--- src/hw/rtl/mixed_font_glyph_row_fetcher_top_defines.svh ---
// ----------------------------------------------------------------------------
// Glyph row fetcher assertion macros
// Concurrent assertion wrappers, compiled out when SYNTH is defined.
// ----------------------------------------------------------------------------
`ifndef MIXED_FONT_GLYPH_ROW_FETCHER_TOP_DEFINES_SVH
`define MIXED_FONT_GLYPH_ROW_FETCHER_TOP_DEFINES_SVH

`ifndef SYNTH
// Property checked on every edge outside reset
`define MFGR_ASSERT(lbl, prop) \
  lbl: assert property (@(posedge clk) disable iff (!rst_n) prop) \
    else $error("glyph row fetcher check failed");
// Expression that must never be true outside reset
`define MFGR_NEVER(lbl, expr) \
  lbl: assert property (@(posedge clk) disable iff (!rst_n) !(expr)) \
    else $error("glyph row fetcher forbidden condition");
`else
`define MFGR_ASSERT(lbl, prop)
`define MFGR_NEVER(lbl, expr)
`endif

`endif

--- src/hw/rtl/mfgr_pkg.sv ---
// ----------------------------------------------------------------------------
// Glyph row fetcher package
// Beat types, operation codes and sizes shared by the fetcher modules.
// ----------------------------------------------------------------------------
package mfgr_pkg;

  // Row buffer size in bytes
  localparam int LINE_BYTES = 48;

  // Queue depths
  localparam int OPQ_DEPTH  = 2;
  localparam int OUTQ_DEPTH = 4;

  // Register reset values
  localparam logic [23:0] FONT_BASE_RST = 24'h0B0000;
  localparam logic [23:0] HANZI_OFF_RST = 24'h001806;

  // GB2312 row/column origin
  localparam logic [7:0] GB_ORIGIN = 8'hA1;

  // Line end pair
  localparam logic [7:0] CHAR_CR = 8'h0D;
  localparam logic [7:0] CHAR_LF = 8'h0A;

  // ASCII single-byte range (space to DEL)
  localparam logic [7:0] ASCII_LO = 8'd32;
  localparam logic [7:0] ASCII_HI = 8'd127;

  // Configuration register indexes
  localparam logic CFG_FONT_BASE = 1'b0;
  localparam logic CFG_HANZI_OFF = 1'b1;

  // Result kinds
  typedef enum logic [2:0] {
    RK_ASCII    = 3'd0,
    RK_HANZI    = 3'd1,
    RK_LINE_END = 3'd2,
    RK_CODE_ERR = 3'd3,
    RK_OVERFLOW = 3'd4
  } result_kind_t;

  // Operations handed from front to back
  typedef enum logic [1:0] {
    OP_ASCII    = 2'd0,
    OP_HANZI    = 2'd1,
    OP_LINE_END = 2'd2,
    OP_CODE_ERR = 2'd3
  } op_kind_t;

  typedef struct packed {
    logic [7:0] text_byte;
    logic [4:0] glyph_row;
  } in_beat_t;

  typedef struct packed {
    result_kind_t result_kind;
    logic [23:0]  flash_address;
    logic [1:0]   fetch_length;
    logic [5:0]   line_offset;
    logic         line_last;
  } out_beat_t;

  typedef struct packed {
    op_kind_t   kind;
    logic [7:0] byte_a;   // ASCII code or lead byte
    logic [7:0] byte_b;   // trail byte
    logic [4:0] row;
  } op_t;

endpackage

--- src/hw/rtl/mfgr_front.sv ---
// ----------------------------------------------------------------------------
// Glyph row fetcher front end
// Pairs lead and trail bytes and classifies each character into an op.
// ----------------------------------------------------------------------------
module mfgr_front (
  input  logic              clk,
  input  logic              rst_n,
  input  logic              accept,
  input  mfgr_pkg::in_beat_t in_data,
  output logic              op_valid,
  output mfgr_pkg::op_t     op
);

  logic       lead_pend_r, lead_pend_nxt;
  logic [7:0] lead_byte_r, lead_byte_nxt;
  logic       is_ascii;

  assign is_ascii = (in_data.text_byte >= mfgr_pkg::ASCII_LO) &&
                    (in_data.text_byte <= mfgr_pkg::ASCII_HI);

  // Classification
  always_comb begin
    lead_pend_nxt = lead_pend_r;
    lead_byte_nxt = lead_byte_r;
    op_valid      = 1'b0;
    op.byte_a     = in_data.text_byte;
    op.byte_b     = in_data.text_byte;
    op.row        = in_data.glyph_row;
    op.kind       = mfgr_pkg::OP_ASCII;
    if (accept) begin
      if (lead_pend_r) begin
        lead_pend_nxt = 1'b0;
        op_valid      = 1'b1;
        op.byte_a     = lead_byte_r;
        if (lead_byte_r == mfgr_pkg::CHAR_CR && in_data.text_byte == mfgr_pkg::CHAR_LF) begin
          op.kind = mfgr_pkg::OP_LINE_END;
        end else if (lead_byte_r < mfgr_pkg::GB_ORIGIN ||
                     in_data.text_byte < mfgr_pkg::GB_ORIGIN) begin
          op.kind = mfgr_pkg::OP_CODE_ERR;
        end else begin
          op.kind = mfgr_pkg::OP_HANZI;
        end
      end else if (is_ascii) begin
        op_valid = 1'b1;
      end else begin
        lead_pend_nxt = 1'b1;
        lead_byte_nxt = in_data.text_byte;
      end
    end
  end

  always_ff @(posedge clk) begin
    if (!rst_n) begin
      lead_pend_r <= 1'b0;
      lead_byte_r <= '0;
    end else begin
      lead_pend_r <= lead_pend_nxt;
      lead_byte_r <= lead_byte_nxt;
    end
  end

endmodule

--- src/hw/rtl/mfgr_opq.sv ---
// ----------------------------------------------------------------------------
// Glyph row fetcher op queue
// Short FIFO between the front end and the back end.
// ----------------------------------------------------------------------------
module mfgr_opq (
  input  logic          clk,
  input  logic          rst_n,
  input  logic          wr_en,
  input  mfgr_pkg::op_t wr_op,
  input  logic          rd_en,
  output mfgr_pkg::op_t rd_op,
  output logic          q_full,
  output logic          q_empty
);

  localparam int PW = (mfgr_pkg::OPQ_DEPTH > 1) ? $clog2(mfgr_pkg::OPQ_DEPTH) : 1;
  localparam int CW = $clog2(mfgr_pkg::OPQ_DEPTH + 1);

  mfgr_pkg::op_t mem_r [mfgr_pkg::OPQ_DEPTH];
  logic [PW-1:0] wptr_r, wptr_nxt, rptr_r, rptr_nxt;
  logic [CW-1:0] cnt_r, cnt_nxt;
  logic          do_wr, do_rd;

  assign q_full  = (cnt_r == CW'(mfgr_pkg::OPQ_DEPTH));
  assign q_empty = (cnt_r == '0);
  assign do_wr   = wr_en && !q_full;
  assign do_rd   = rd_en && !q_empty;
  assign rd_op   = mem_r[rptr_r];

  // Pointer and count update
  always_comb begin
    wptr_nxt = wptr_r;
    rptr_nxt = rptr_r;
    if (do_wr) begin
      wptr_nxt = (wptr_r == PW'(mfgr_pkg::OPQ_DEPTH - 1)) ? '0 : wptr_r + 1'b1;
    end
    if (do_rd) begin
      rptr_nxt = (rptr_r == PW'(mfgr_pkg::OPQ_DEPTH - 1)) ? '0 : rptr_r + 1'b1;
    end
    cnt_nxt = cnt_r + CW'(do_wr) - CW'(do_rd);
  end

  always_ff @(posedge clk) begin
    if (!rst_n) begin
      wptr_r <= '0;
      rptr_r <= '0;
      cnt_r  <= '0;
    end else begin
      wptr_r <= wptr_nxt;
      rptr_r <= rptr_nxt;
      cnt_r  <= cnt_nxt;
    end
  end

  // Storage
  always_ff @(posedge clk) begin
    if (do_wr) begin
      mem_r[wptr_r] <= wr_op;
    end
  end

endmodule

--- src/hw/rtl/mfgr_back.sv ---
// ----------------------------------------------------------------------------
// Glyph row fetcher back end
// Tracks the row buffer column, builds font addresses and queues results.
// ----------------------------------------------------------------------------
`include "mixed_font_glyph_row_fetcher_top_defines.svh"

module mfgr_back (
  input  logic                clk,
  input  logic                rst_n,
  input  logic                cfg_we,
  input  logic                cfg_index,
  input  logic [23:0]         cfg_wdata,
  input  logic                q_empty,
  input  mfgr_pkg::op_t       q_op,
  output logic                q_pop,
  input  logic                pop,
  output logic                empty,
  output mfgr_pkg::out_beat_t out_data
);

  localparam int OPW = $clog2(mfgr_pkg::OUTQ_DEPTH);
  localparam int OCW = $clog2(mfgr_pkg::OUTQ_DEPTH + 1);

  // Configuration
  logic [23:0] font_base_r, hanzi_off_r;

  always_ff @(posedge clk) begin
    if (!rst_n) begin
      font_base_r <= mfgr_pkg::FONT_BASE_RST;
      hanzi_off_r <= mfgr_pkg::HANZI_OFF_RST;
    end else if (cfg_we) begin
      if (cfg_index == mfgr_pkg::CFG_FONT_BASE) font_base_r <= cfg_wdata;
      if (cfg_index == mfgr_pkg::CFG_HANZI_OFF) hanzi_off_r <= cfg_wdata;
    end
  end

  // Output queue state
  mfgr_pkg::out_beat_t oq_r [mfgr_pkg::OUTQ_DEPTH];
  logic [OPW-1:0] owp_r, orp_r;
  logic [OCW-1:0] ocnt_r, ocnt_nxt;
  logic           o_wr, o_rd;

  // Stage 1 registers
  logic                   s1_valid_r;
  mfgr_pkg::result_kind_t s1_kind_r, s1_kind_nxt;
  logic [1:0]             s1_len_r, s1_len_nxt;
  logic [5:0]             s1_off_r;
  logic                   s1_last_r, s1_last_nxt;
  logic                   s1_hz_r;
  logic [13:0]            s1_prod_r, s1_prod_nxt;
  logic [4:0]             s1_row_r;
  logic [5:0]             col_r, col_nxt;

  // Space check counts the beat already in stage 1
  assign q_pop = !q_empty &&
                 ((ocnt_r + OCW'(s1_valid_r)) < OCW'(mfgr_pkg::OUTQ_DEPTH));

  // Stage 1: column bookkeeping and glyph index
  logic [1:0]  op_len;
  logic [6:0]  col_sum;
  logic        ovf;
  logic [6:0]  lead_idx, trail_idx;

  always_comb begin
    op_len    = (q_op.kind == mfgr_pkg::OP_HANZI) ? 2'd3 : 2'd2;
    col_sum   = {1'b0, col_r} + 7'(op_len);
    ovf       = col_sum > 7'(mfgr_pkg::LINE_BYTES);
    lead_idx  = 7'(q_op.byte_a - mfgr_pkg::GB_ORIGIN);
    trail_idx = 7'(q_op.byte_b - mfgr_pkg::GB_ORIGIN);
    col_nxt     = col_r;
    s1_len_nxt  = 2'd0;
    s1_last_nxt = 1'b0;
    s1_kind_nxt = mfgr_pkg::RK_CODE_ERR;
    s1_prod_nxt = 14'(q_op.byte_a) * 14'(48);
    unique case (q_op.kind)
      mfgr_pkg::OP_ASCII, mfgr_pkg::OP_HANZI: begin
        if (q_op.kind == mfgr_pkg::OP_HANZI) begin
          s1_prod_nxt = 14'(lead_idx) * 14'(94) + 14'(trail_idx);
        end
        if (ovf) begin
          s1_kind_nxt = mfgr_pkg::RK_OVERFLOW;
        end else begin
          s1_kind_nxt = (q_op.kind == mfgr_pkg::OP_HANZI) ? mfgr_pkg::RK_HANZI
                                                           : mfgr_pkg::RK_ASCII;
          s1_len_nxt  = op_len;
          col_nxt     = col_sum[5:0];
        end
      end
      mfgr_pkg::OP_LINE_END: begin
        s1_kind_nxt = mfgr_pkg::RK_LINE_END;
        s1_last_nxt = 1'b1;
        col_nxt     = '0;
      end
      mfgr_pkg::OP_CODE_ERR: begin
        s1_kind_nxt = mfgr_pkg::RK_CODE_ERR;
      end
      default: begin
        s1_kind_nxt = mfgr_pkg::RK_CODE_ERR;
      end
    endcase
  end

  always_ff @(posedge clk) begin
    if (!rst_n) begin
      s1_valid_r <= 1'b0;
      col_r      <= '0;
    end else begin
      s1_valid_r <= q_pop;
      if (q_pop) col_r <= col_nxt;
    end
  end

  always_ff @(posedge clk) begin
    if (q_pop) begin
      s1_kind_r <= s1_kind_nxt;
      s1_len_r  <= s1_len_nxt;
      s1_off_r  <= col_r;
      s1_last_r <= s1_last_nxt;
      s1_hz_r   <= (q_op.kind == mfgr_pkg::OP_HANZI);
      s1_prod_r <= s1_prod_nxt;
      s1_row_r  <= q_op.row;
    end
  end

  // Stage 2: flash address
  mfgr_pkg::out_beat_t s2_beat;
  logic [23:0]         addr;

  always_comb begin
    if (s1_hz_r) begin
      addr = font_base_r + hanzi_off_r + 24'(s1_prod_r) * 24'(72)
           + 24'(s1_row_r) * 24'(3);
    end else begin
      addr = font_base_r + 24'(s1_prod_r) + 24'({s1_row_r, 1'b0});
    end
    s2_beat.result_kind   = s1_kind_r;
    s2_beat.flash_address = (s1_len_r != 2'd0) ? addr : 24'd0;
    s2_beat.fetch_length  = s1_len_r;
    s2_beat.line_offset   = s1_off_r;
    s2_beat.line_last     = s1_last_r;
  end

  // Output queue
  assign o_wr     = s1_valid_r;
  assign o_rd     = pop && !empty;
  assign empty    = (ocnt_r == '0);
  assign out_data = oq_r[orp_r];
  assign ocnt_nxt = ocnt_r + OCW'(o_wr) - OCW'(o_rd);

  always_ff @(posedge clk) begin
    if (!rst_n) begin
      owp_r  <= '0;
      orp_r  <= '0;
      ocnt_r <= '0;
    end else begin
      if (o_wr) owp_r <= owp_r + 1'b1;
      if (o_rd) orp_r <= orp_r + 1'b1;
      ocnt_r <= ocnt_nxt;
    end
  end

  always_ff @(posedge clk) begin
    if (o_wr) begin
      oq_r[owp_r] <= s2_beat;
    end
  end

  // Checks
  `MFGR_NEVER(a_oq_overrun, (ocnt_r + OCW'(s1_valid_r)) > OCW'(mfgr_pkg::OUTQ_DEPTH))
  `MFGR_NEVER(a_col_range, col_r > 6'(mfgr_pkg::LINE_BYTES))
  `MFGR_ASSERT(a_pop_fills_s1, q_pop |=> s1_valid_r)
  `MFGR_ASSERT(a_len_kind, s1_valid_r && s1_len_r != 2'd0 |->
               (s1_kind_r == mfgr_pkg::RK_ASCII || s1_kind_r == mfgr_pkg::RK_HANZI))

endmodule

--- src/hw/rtl/mixed_font_glyph_row_fetcher_top.sv ---
// ----------------------------------------------------------------------------
// Mixed font glyph row fetcher
// Turns a text byte stream into font memory read requests for one dot row.
// ----------------------------------------------------------------------------
// Usage:
//   Input queue: drive in_data (text byte + glyph row) with push; a beat is
//   taken on a clock edge with push high and full low.
//   Result queue: out_data holds the oldest result while empty is low; pop
//   takes it. Each text byte gives at most one result; a lead byte gives none.
//   Config: cfg_we writes cfg_wdata into register cfg_index (0 font base,
//   1 GB2312 table offset) on the same edge; write only while idle.
// Timing:
//   One byte per cycle while full is low. A taken byte's result passes
//   through the op queue and the column stage into the 4-entry result queue.
// Reset: synchronous, active low. Clears the pending lead, the column, both
//   queues, and loads the default register values.
// Stall:
//   When pop stays low the result queue fills, the back end stops draining
//   the 2-entry op queue, and full rises until results are taken.
// ----------------------------------------------------------------------------
module mixed_font_glyph_row_fetcher_top (
  input  logic                clk,
  input  logic                rst_n,
  input  logic                push,
  output logic                full,
  input  mfgr_pkg::in_beat_t  in_data,
  output logic                empty,
  input  logic                pop,
  output mfgr_pkg::out_beat_t out_data,
  input  logic                cfg_we,
  input  logic                cfg_index,
  input  logic [23:0]         cfg_wdata
);

  logic          accept;
  logic          op_valid;
  mfgr_pkg::op_t fe_op;
  mfgr_pkg::op_t q_op;
  logic          q_empty;
  logic          q_pop;

  assign accept = push && !full;

  // Front end
  mfgr_front u_front (
    .clk      (clk),
    .rst_n    (rst_n),
    .accept   (accept),
    .in_data  (in_data),
    .op_valid (op_valid),
    .op       (fe_op)
  );

  // Op queue
  mfgr_opq u_opq (
    .clk     (clk),
    .rst_n   (rst_n),
    .wr_en   (op_valid),
    .wr_op   (fe_op),
    .rd_en   (q_pop),
    .rd_op   (q_op),
    .q_full  (full),
    .q_empty (q_empty)
  );

  // Back end
  mfgr_back u_back (
    .clk       (clk),
    .rst_n     (rst_n),
    .cfg_we    (cfg_we),
    .cfg_index (cfg_index),
    .cfg_wdata (cfg_wdata),
    .q_empty   (q_empty),
    .q_op      (q_op),
    .q_pop     (q_pop),
    .pop       (pop),
    .empty     (empty),
    .out_data  (out_data)
  );

endmodule

--- config.mk ---
export PLATFORM = sky130hd
export DESIGN_NAME = mixed_font_glyph_row_fetcher_top
export DESIGN_NICKNAME = d
export VERILOG_FILES = /design/src/hw/rtl/mfgr_pkg.sv /design/src/hw/rtl/mfgr_front.sv /design/src/hw/rtl/mfgr_opq.sv /design/src/hw/rtl/mfgr_back.sv /design/src/hw/rtl/mixed_font_glyph_row_fetcher_top.sv
export VERILOG_INCLUDE_DIRS = /design/src /design/src/hw/rtl
export SDC_FILE = /design/constraint.sdc
export NUM_CORES = 1
export LEC_CHECK = 0
export BUFFER_PORTS_ARGS = -buffer_cell sky130_fd_sc_hd__buf_4
export CAP_MARGIN = 20
export CORE_MARGIN = 1.5
export CORE_UTILIZATION = 39
export CTS_BUF_LIST = sky130_fd_sc_hd__clkbuf_4 sky130_fd_sc_hd__clkbuf_8
export CTS_CLUSTER_SIZE = 20
export DETAILED_ROUTE_END_ITERATION = 10
export PLACE_DENSITY_LB_ADDON = 0.05
export SYNTH_ARGS = -nofsm -noshare
export SYNTH_HDL_FRONTEND = slang
export SYNTH_SLANG_ARGS = --single-unit
--- constraint.sdc ---
create_clock -name clk -period 7.92 [get_ports clk]
set_clock_uncertainty 0.2 [all_clocks]
set_input_delay 1.584 -clock clk [delete_from_list [all_inputs] [get_ports clk]]
set_output_delay 1.584 -clock clk [all_outputs]
set_load 0.02 [all_outputs]
* Word level (Yosys, flattened, before mapping) *
Memory sizes are Yosys's and may differ from the RTL's. A register that Yosys moved wholly into a read port is not among the register bits.
Cells that the tools add are included.

storage, ports and cells
  register bits = 107
  memory bits (writable) = 190
  input port bits = 43
  output and inout port bits = 38
  word-level logic and storage cells = 113
  memories = 2

memory list
  memory       depth  width  read ports  clocked after Yosys merged registers in  write ports  line             text
  u_back.oq_r  4      36     1           1                                        1            mfgr_back.sv:38  mfgr_pkg::out_beat_t oq_r [mfgr_pkg::OUTQ_DEPTH];
  u_opq.mem_r  2      23     1           1                                        1            mfgr_opq.sv:19   mfgr_pkg::op_t mem_r [mfgr_pkg::OPQ_DEPTH];

operators by class
  add/sub/neg operators = 17
  $mul = 4
  $lt $le $gt $ge = 6
  eq/ne operators = 7
  muxes and demuxes = 30
  bitwise operators = 4
  reductions and logical operators = 23

operators by type and width
  kind                                                                                  number
  24-bit two-way mux                                                                    2
  14-bit two-way mux                                                                    2
  24-bit by 14-bit adder with 24-bit output                                             1
  24-bit by 21-bit adder with 24-bit output                                             1
  24-bit adder                                                                          1
  24-bit by 6-bit adder with 24-bit output                                              1
  24-bit by 7-bit adder with 24-bit output                                              1
  10-bit two-way mux                                                                    2
  14-bit by 4-bit multiplier with 18-bit output (second input constant)                 1
  8-bit by 4-bit == test with 1-bit output (second input constant)                      2
  8-bit < comparator (second input constant)                                            2
  1-bit two-way mux                                                                     16
  14-bit by 7-bit adder with 14-bit output                                              1
  7-bit by 6-bit subtractor with 7-bit output (second input constant)                   2
  7-bit by 6-bit multiplier with 13-bit output (second input constant)                  1
  6-bit case mux with 2 select lines                                                    1
  8-bit by 2-bit multiplier with 10-bit output (second input constant)                  1
  3-bit case mux with 3 select lines                                                    1
  8-bit by 6-bit greater-or-equal comparator with 1-bit output (second input constant)  1
  8-bit by 7-bit <= comparator with 1-bit output (second input constant)                1
  2-bit two-way mux                                                                     4
  6-bit by 2-bit adder with 7-bit output                                                1
  7-bit by 6-bit greater-than comparator with 1-bit output (second input constant)      1
  1-bit logical AND                                                                     7
  other kinds (22)                                                                      37

* Longest topological paths before layout *
  depth after elaboration = 8
  gate-level depth with buffers = 25

* Cells and area by module *
Synthesis repeated with hierarchy kept, for this count alone.

unflattened totals
  cell total of the unflattened synthesis = 1430
  area, all modules = 17205.3 µm²

modules (own cells, without submodules)
  module                            instances  cells each  area an instance (µm²)
  mfgr_back                         1          1254        14639.0
  mfgr_opq                          1          98          1896.8
  mfgr_front                        1          77          655.6
  mixed_font_glyph_row_fetcher_top  1          1           13.8

* Least setup slack after synthesis *
OpenSTA, ideal clock, no wires.

  kind = register -> register
  from = reg (tool-made name)
  to = reg u_back.s1_prod_r[13] (data pin)
  library setup time = 0.152 ns
  data arrival time = 5.884 ns
  required time = 7.568 ns
  path slack = 1.684 ns
  cell stages (with the launch flop) = 22
  cells stage by stage = dfxtp_1 > buf_4 > buf_1 > mux2_2 > inv_1 > ha_1 > o21ai_0 > xnor2_1 > inv_1 > fa_1 > inv_1 > ha_1 > fa_1 > fa_1 > ha_1 > o21ai_0 > o21a_1 > nor4_4 > nand4_2 > or4_4 > a21o_1 > a31oi_1

RTL lines
  what                  line              text
  to (signal assigned)  mfgr_back.sv:120  s1_prod_r <= s1_prod_nxt;
  to (decl)             mfgr_back.sv:50   logic [13:0] s1_prod_r, s1_prod_nxt;

==> results.json <==
{
  "critPathSlowestCell": "mux2i_1",
  "area_growth_pct": 12.81,
  "max_stage_delay_ns": 0.65,
  "antenna_found_initial": 0,
  "nets": 1845,
  "drtAntennaViolNets": 0,
  "cp-start-kind": "flip-flop",
  "reg2regPathDepth": 19,
  "met1_usage": 0.2391,
  "numClockSinks": 298,
  "synth-xor-area-share": 0.03886,
  "clk_latency_ns": 0.61,
  "gp_congestion": 0.8146,
  "cts_tree": "done",
  "drt-vias-per-instance": 5.016,
  "arrival_ns": 6.61,
  "syn_nets": 1740,
  "rsz0062_at_grt": "no",
  "clk_pin_slew_ns": 0.06,
  "synth_top_area_cell": "edfxtp_1",
  "dieWidth_um": 213.8,
  "tns_ns": 0,
  "ys_seq_area_frac": 0.4715,
  "post-route-drc-count": 0,
  "synth_fa_ha_area_frac": 0.1680,
  "htreeDepth": 2,
  "layout.cells.non_filler": 2226,
  "period_needed_ns": 6.358,
  "wl_mm": 39.54,
  "status": "finished, final reports clean",
  "finalHoldViolCount": 0,
  "path_max_fanout": 7,
  "async_flop_share": 0,
  "antenna_cells": 0,
  "synth_top_flop_cell": "edfxtp_1",
  "grt_max_degree": 62,
  "synth_top_family_by_area": "adder cells",
  "synth_area_leaders": "edfxtp_1 (38%), ha_1 (11%), dfxtp_1 (9.0%), fa_1 (5.9%), mux4_2 (4.7%)",
  "synth_compound_area_frac": 0.1002,
  "place_hpwl_mm": 29.49,
  "chipHeight_um": 213.8,
  "place_inst": 2138,
  "core_um2": 44030,
  "yosys_warnings": 0,
  "dieArea_um2": 45690,
  "crit_family": "adder cells",
  "report.final.slew_viol_count": 0,
  "ff2ff_setup_slack_ns": 1.56,
  "worstMarginPinSlew_ns": 1.053,
  "grt_pass1_vias": 11520,
  "crit_chain": "mux2i_1, ha_1, inv_1, o21ai_0, a21oi_1, xnor2_1, fa_1, inv_1, fa_1, fa_1, inv_1, ha_1, and3_2, a221oi_1, xnor2_1, nand4_2, or4_4, a21o_1, a31oi_1",
  "grt.total_usage": 0.1785,
  "gr-total-overflow": 0,
  "ios": 81,
  "drive_above_1_share": 0.1579,
  "crit_type": "reg -> reg",
  "r2r_end": "u_back.s1_prod_r[13]$_DFFE_PP_",
  "start_util": 0.3934,
  "yosys.area_share.simple": 0.1016,
  "cts_setup_buffers": 0,
  "drtIter0Drc": 469,
  "syn_area_um2": 17320,
  "synth_top_area_frac": 0.3814,
  "muxShareOfSynthArea": 0.07721,
  "avgSynthCellArea_um2": 11.59,
  "period_share": 0.8028,
  "cts_hold_buf": 0,
  "vias": 11170,
  "worstPathRequired_ns": 8.18,
  "num_rows": 77,
  "port_buffers": 80,
  "worstHoldEndpoint": "u_back.hanzi_off_r[14]$_SDFFE_PN0P_",
  "clock-root-buffer": "clkbuf_8",
  "critPathBufInv": 3,
  "yosysUniqueCellTypes": 81,
  "cp-end-kind": "flip-flop",
  "synth-seq-cells": 298,
  "synth_edf_count": 220,
  "min_from": "u_back.hanzi_off_r[14]$_SDFFE_PN0P_",
  "firstDrtPassIters": 5,
  "hold_path_class": "reg -> reg",
  "cts_buffers": 51,
  "cts-resized-gates": 0,
  "grt_pass1_wl_mm": 62.57,
  "setup_violations": 0,
  "slew_headroom": 0.2982,
  "met3_usage": 0.02958,
  "nFillCells": 4155,
  "clockBufferDepth": 3,
  "whs_path_depth": 2,
  "routedWlPerCell_um": 17.76,
  "netlist_instances": 1495,
  "maxCapViolCount": 0,
  "busiest_layer": "met2",
  "grt_util_met2": 0.2986,
  "fmax_mhz": 157.3
}
[how the worst max path moves through the flow]
| stage | startpoint | to | slack (ns) | depth (start not counted) |
|---|---|---|---|---|
| floorplan | flip-flop | u_back.s1_prod_r[13]$_DFFE_PP_ | 1.68 | 21 |
| global placement | flip-flop | u_back.s1_prod_r[13]$_DFFE_PP_ | 1.69 | 19 |
| detailed placement | flip-flop | u_back.s1_prod_r[13]$_DFFE_PP_ | 1.53 | 19 |
| CTS | flip-flop | u_back.s1_prod_r[13]$_DFFE_PP_ | 1.50 | 19 |
| global route | flip-flop | u_back.s1_prod_r[13]$_DFFE_PP_ | 1.10 | 19 |
| finish | flip-flop | u_back.s1_prod_r[13]$_DFFE_PP_ | 1.56 | 19 |
[through the flow]
stage | worst slack [ns] | hold slack (ns) | cell area, µm² | utilization
4_1_cts | 1.505 | 0.2612 | 19520 | 0.4432
2_1_floorplan | 1.684 | 0.2363 | 17320 | -
3_5_place_dp | 1.535 | 0.2512 | 18600 | 0.4224
6_report | 1.562 | 0.2587 | 19540 | 0.4439
5_1_grt | 1.095 | 0.2767 | 19540 | 0.4439
3_3_place_gp | 1.695 | 0.2456 | 18600 | 0.4224
[area by class of cell]
type	count	area, µm²	area share
inverters	153	574.3	0.02939
well taps	592	740.7	0.03790
repair buffers	92	710.7	0.03637
clock buffers	63	798.3	0.04085
multi-input cells	1004	8428	0.4313
flip-flops and latches	298	8170	0.4181
clock inverters	24	120.1	0.006146
[synthesized netlist by cell type, types with 10 or more instances]
cell,number
nand2b_1,12
ha_1,151
xnor2_1,50
inv_1,150
mux2i_1,29
o211ai_1,12
xor2_1,25
edfxtp_1,220
mux4_2,36
nor2b_1,10
nand3_1,22
a31oi_1,12
fa_1,51
a21o_1,21
nor2_1,88
dfxtp_1,78
and3_1,21
clkbuf_1,30
o21ai_0,47
nand2_1,144
mux2_2,19
a211oi_1,14
a21oi_1,100
nor3_1,19
[sequential cells by signal (all words and copies together) (netlist names), named ones only]
register             cells
u_back.col_r             6
u_back.font_base_r      24
u_back.hanzi_off_r      24
u_back.o_wr              1
u_back.ocnt_r            3
u_back.oq_r            144
u_back.orp_r             2
u_back.owp_r             2
u_back.s1_hz_r           1
u_back.s1_kind_r         3
u_back.s1_last_r         1
u_back.s1_len_r          2
u_back.s1_off_r          6
u_back.s1_prod_r        14
u_back.s1_row_r          5
u_front.lead_byte_r      8
u_front.lead_pend_r      1
u_opq.cnt_r              2
u_opq.mem_r             44
u_opq.rptr_r             1
u_opq.wptr_r             1
[cells in the final DEF (no fill, tap or decap), drive strengths merged, types with 63 or more instances in the layout]
master    n
dfxtp    78
ha      151
nand2   145
buf      92
inv     152
clkbuf   63
a21oi   100
nor2     88
edfxtp  220
[cell families (layout without fill, tap and decap cells)]
group | Yosys count | count (layout)
adders and majority gates | 202 | 202
DFF | 298 | 298
and+or+nand+nor | 370 | 370
AOI/OAI and AO/OA | 271 | 271
xor gates and xnor gates | 76 | 76
muxes | 85 | 85
buffers and inverters | 193 | 332
[worst reg2reg max path, stage by stage (launching register included)]
cell and delay [ns]:
dfxtp_1 0.51, mux2i_1 0.65, ha_1 0.25, inv_1 0.04
o21ai_0 0.28, a21oi_1 0.14, xnor2_1 0.44, fa_1 0.48
inv_1 0.08, fa_1 0.44, fa_1 0.54, inv_1 0.04
ha_1 0.33, and3_2 0.22, a221oi_1 0.32, xnor2_1 0.25
nand4_2 0.20, or4_4 0.46, a21o_1 0.19, a31oi_1 0.15
[routing by layer]
layer	routed length (µm)	part of all wire	vias up
li1	-	-	5585
met2	18610	0.47	143
met4	830	0.021	0
met5	0	0	-
met1	18940	0.48	5376
met3	1160	0.029	62
Power is left out: the tool's default activity adds up to more than one toggle a clock period on the data nets, which glitch-free logic cannot reach.
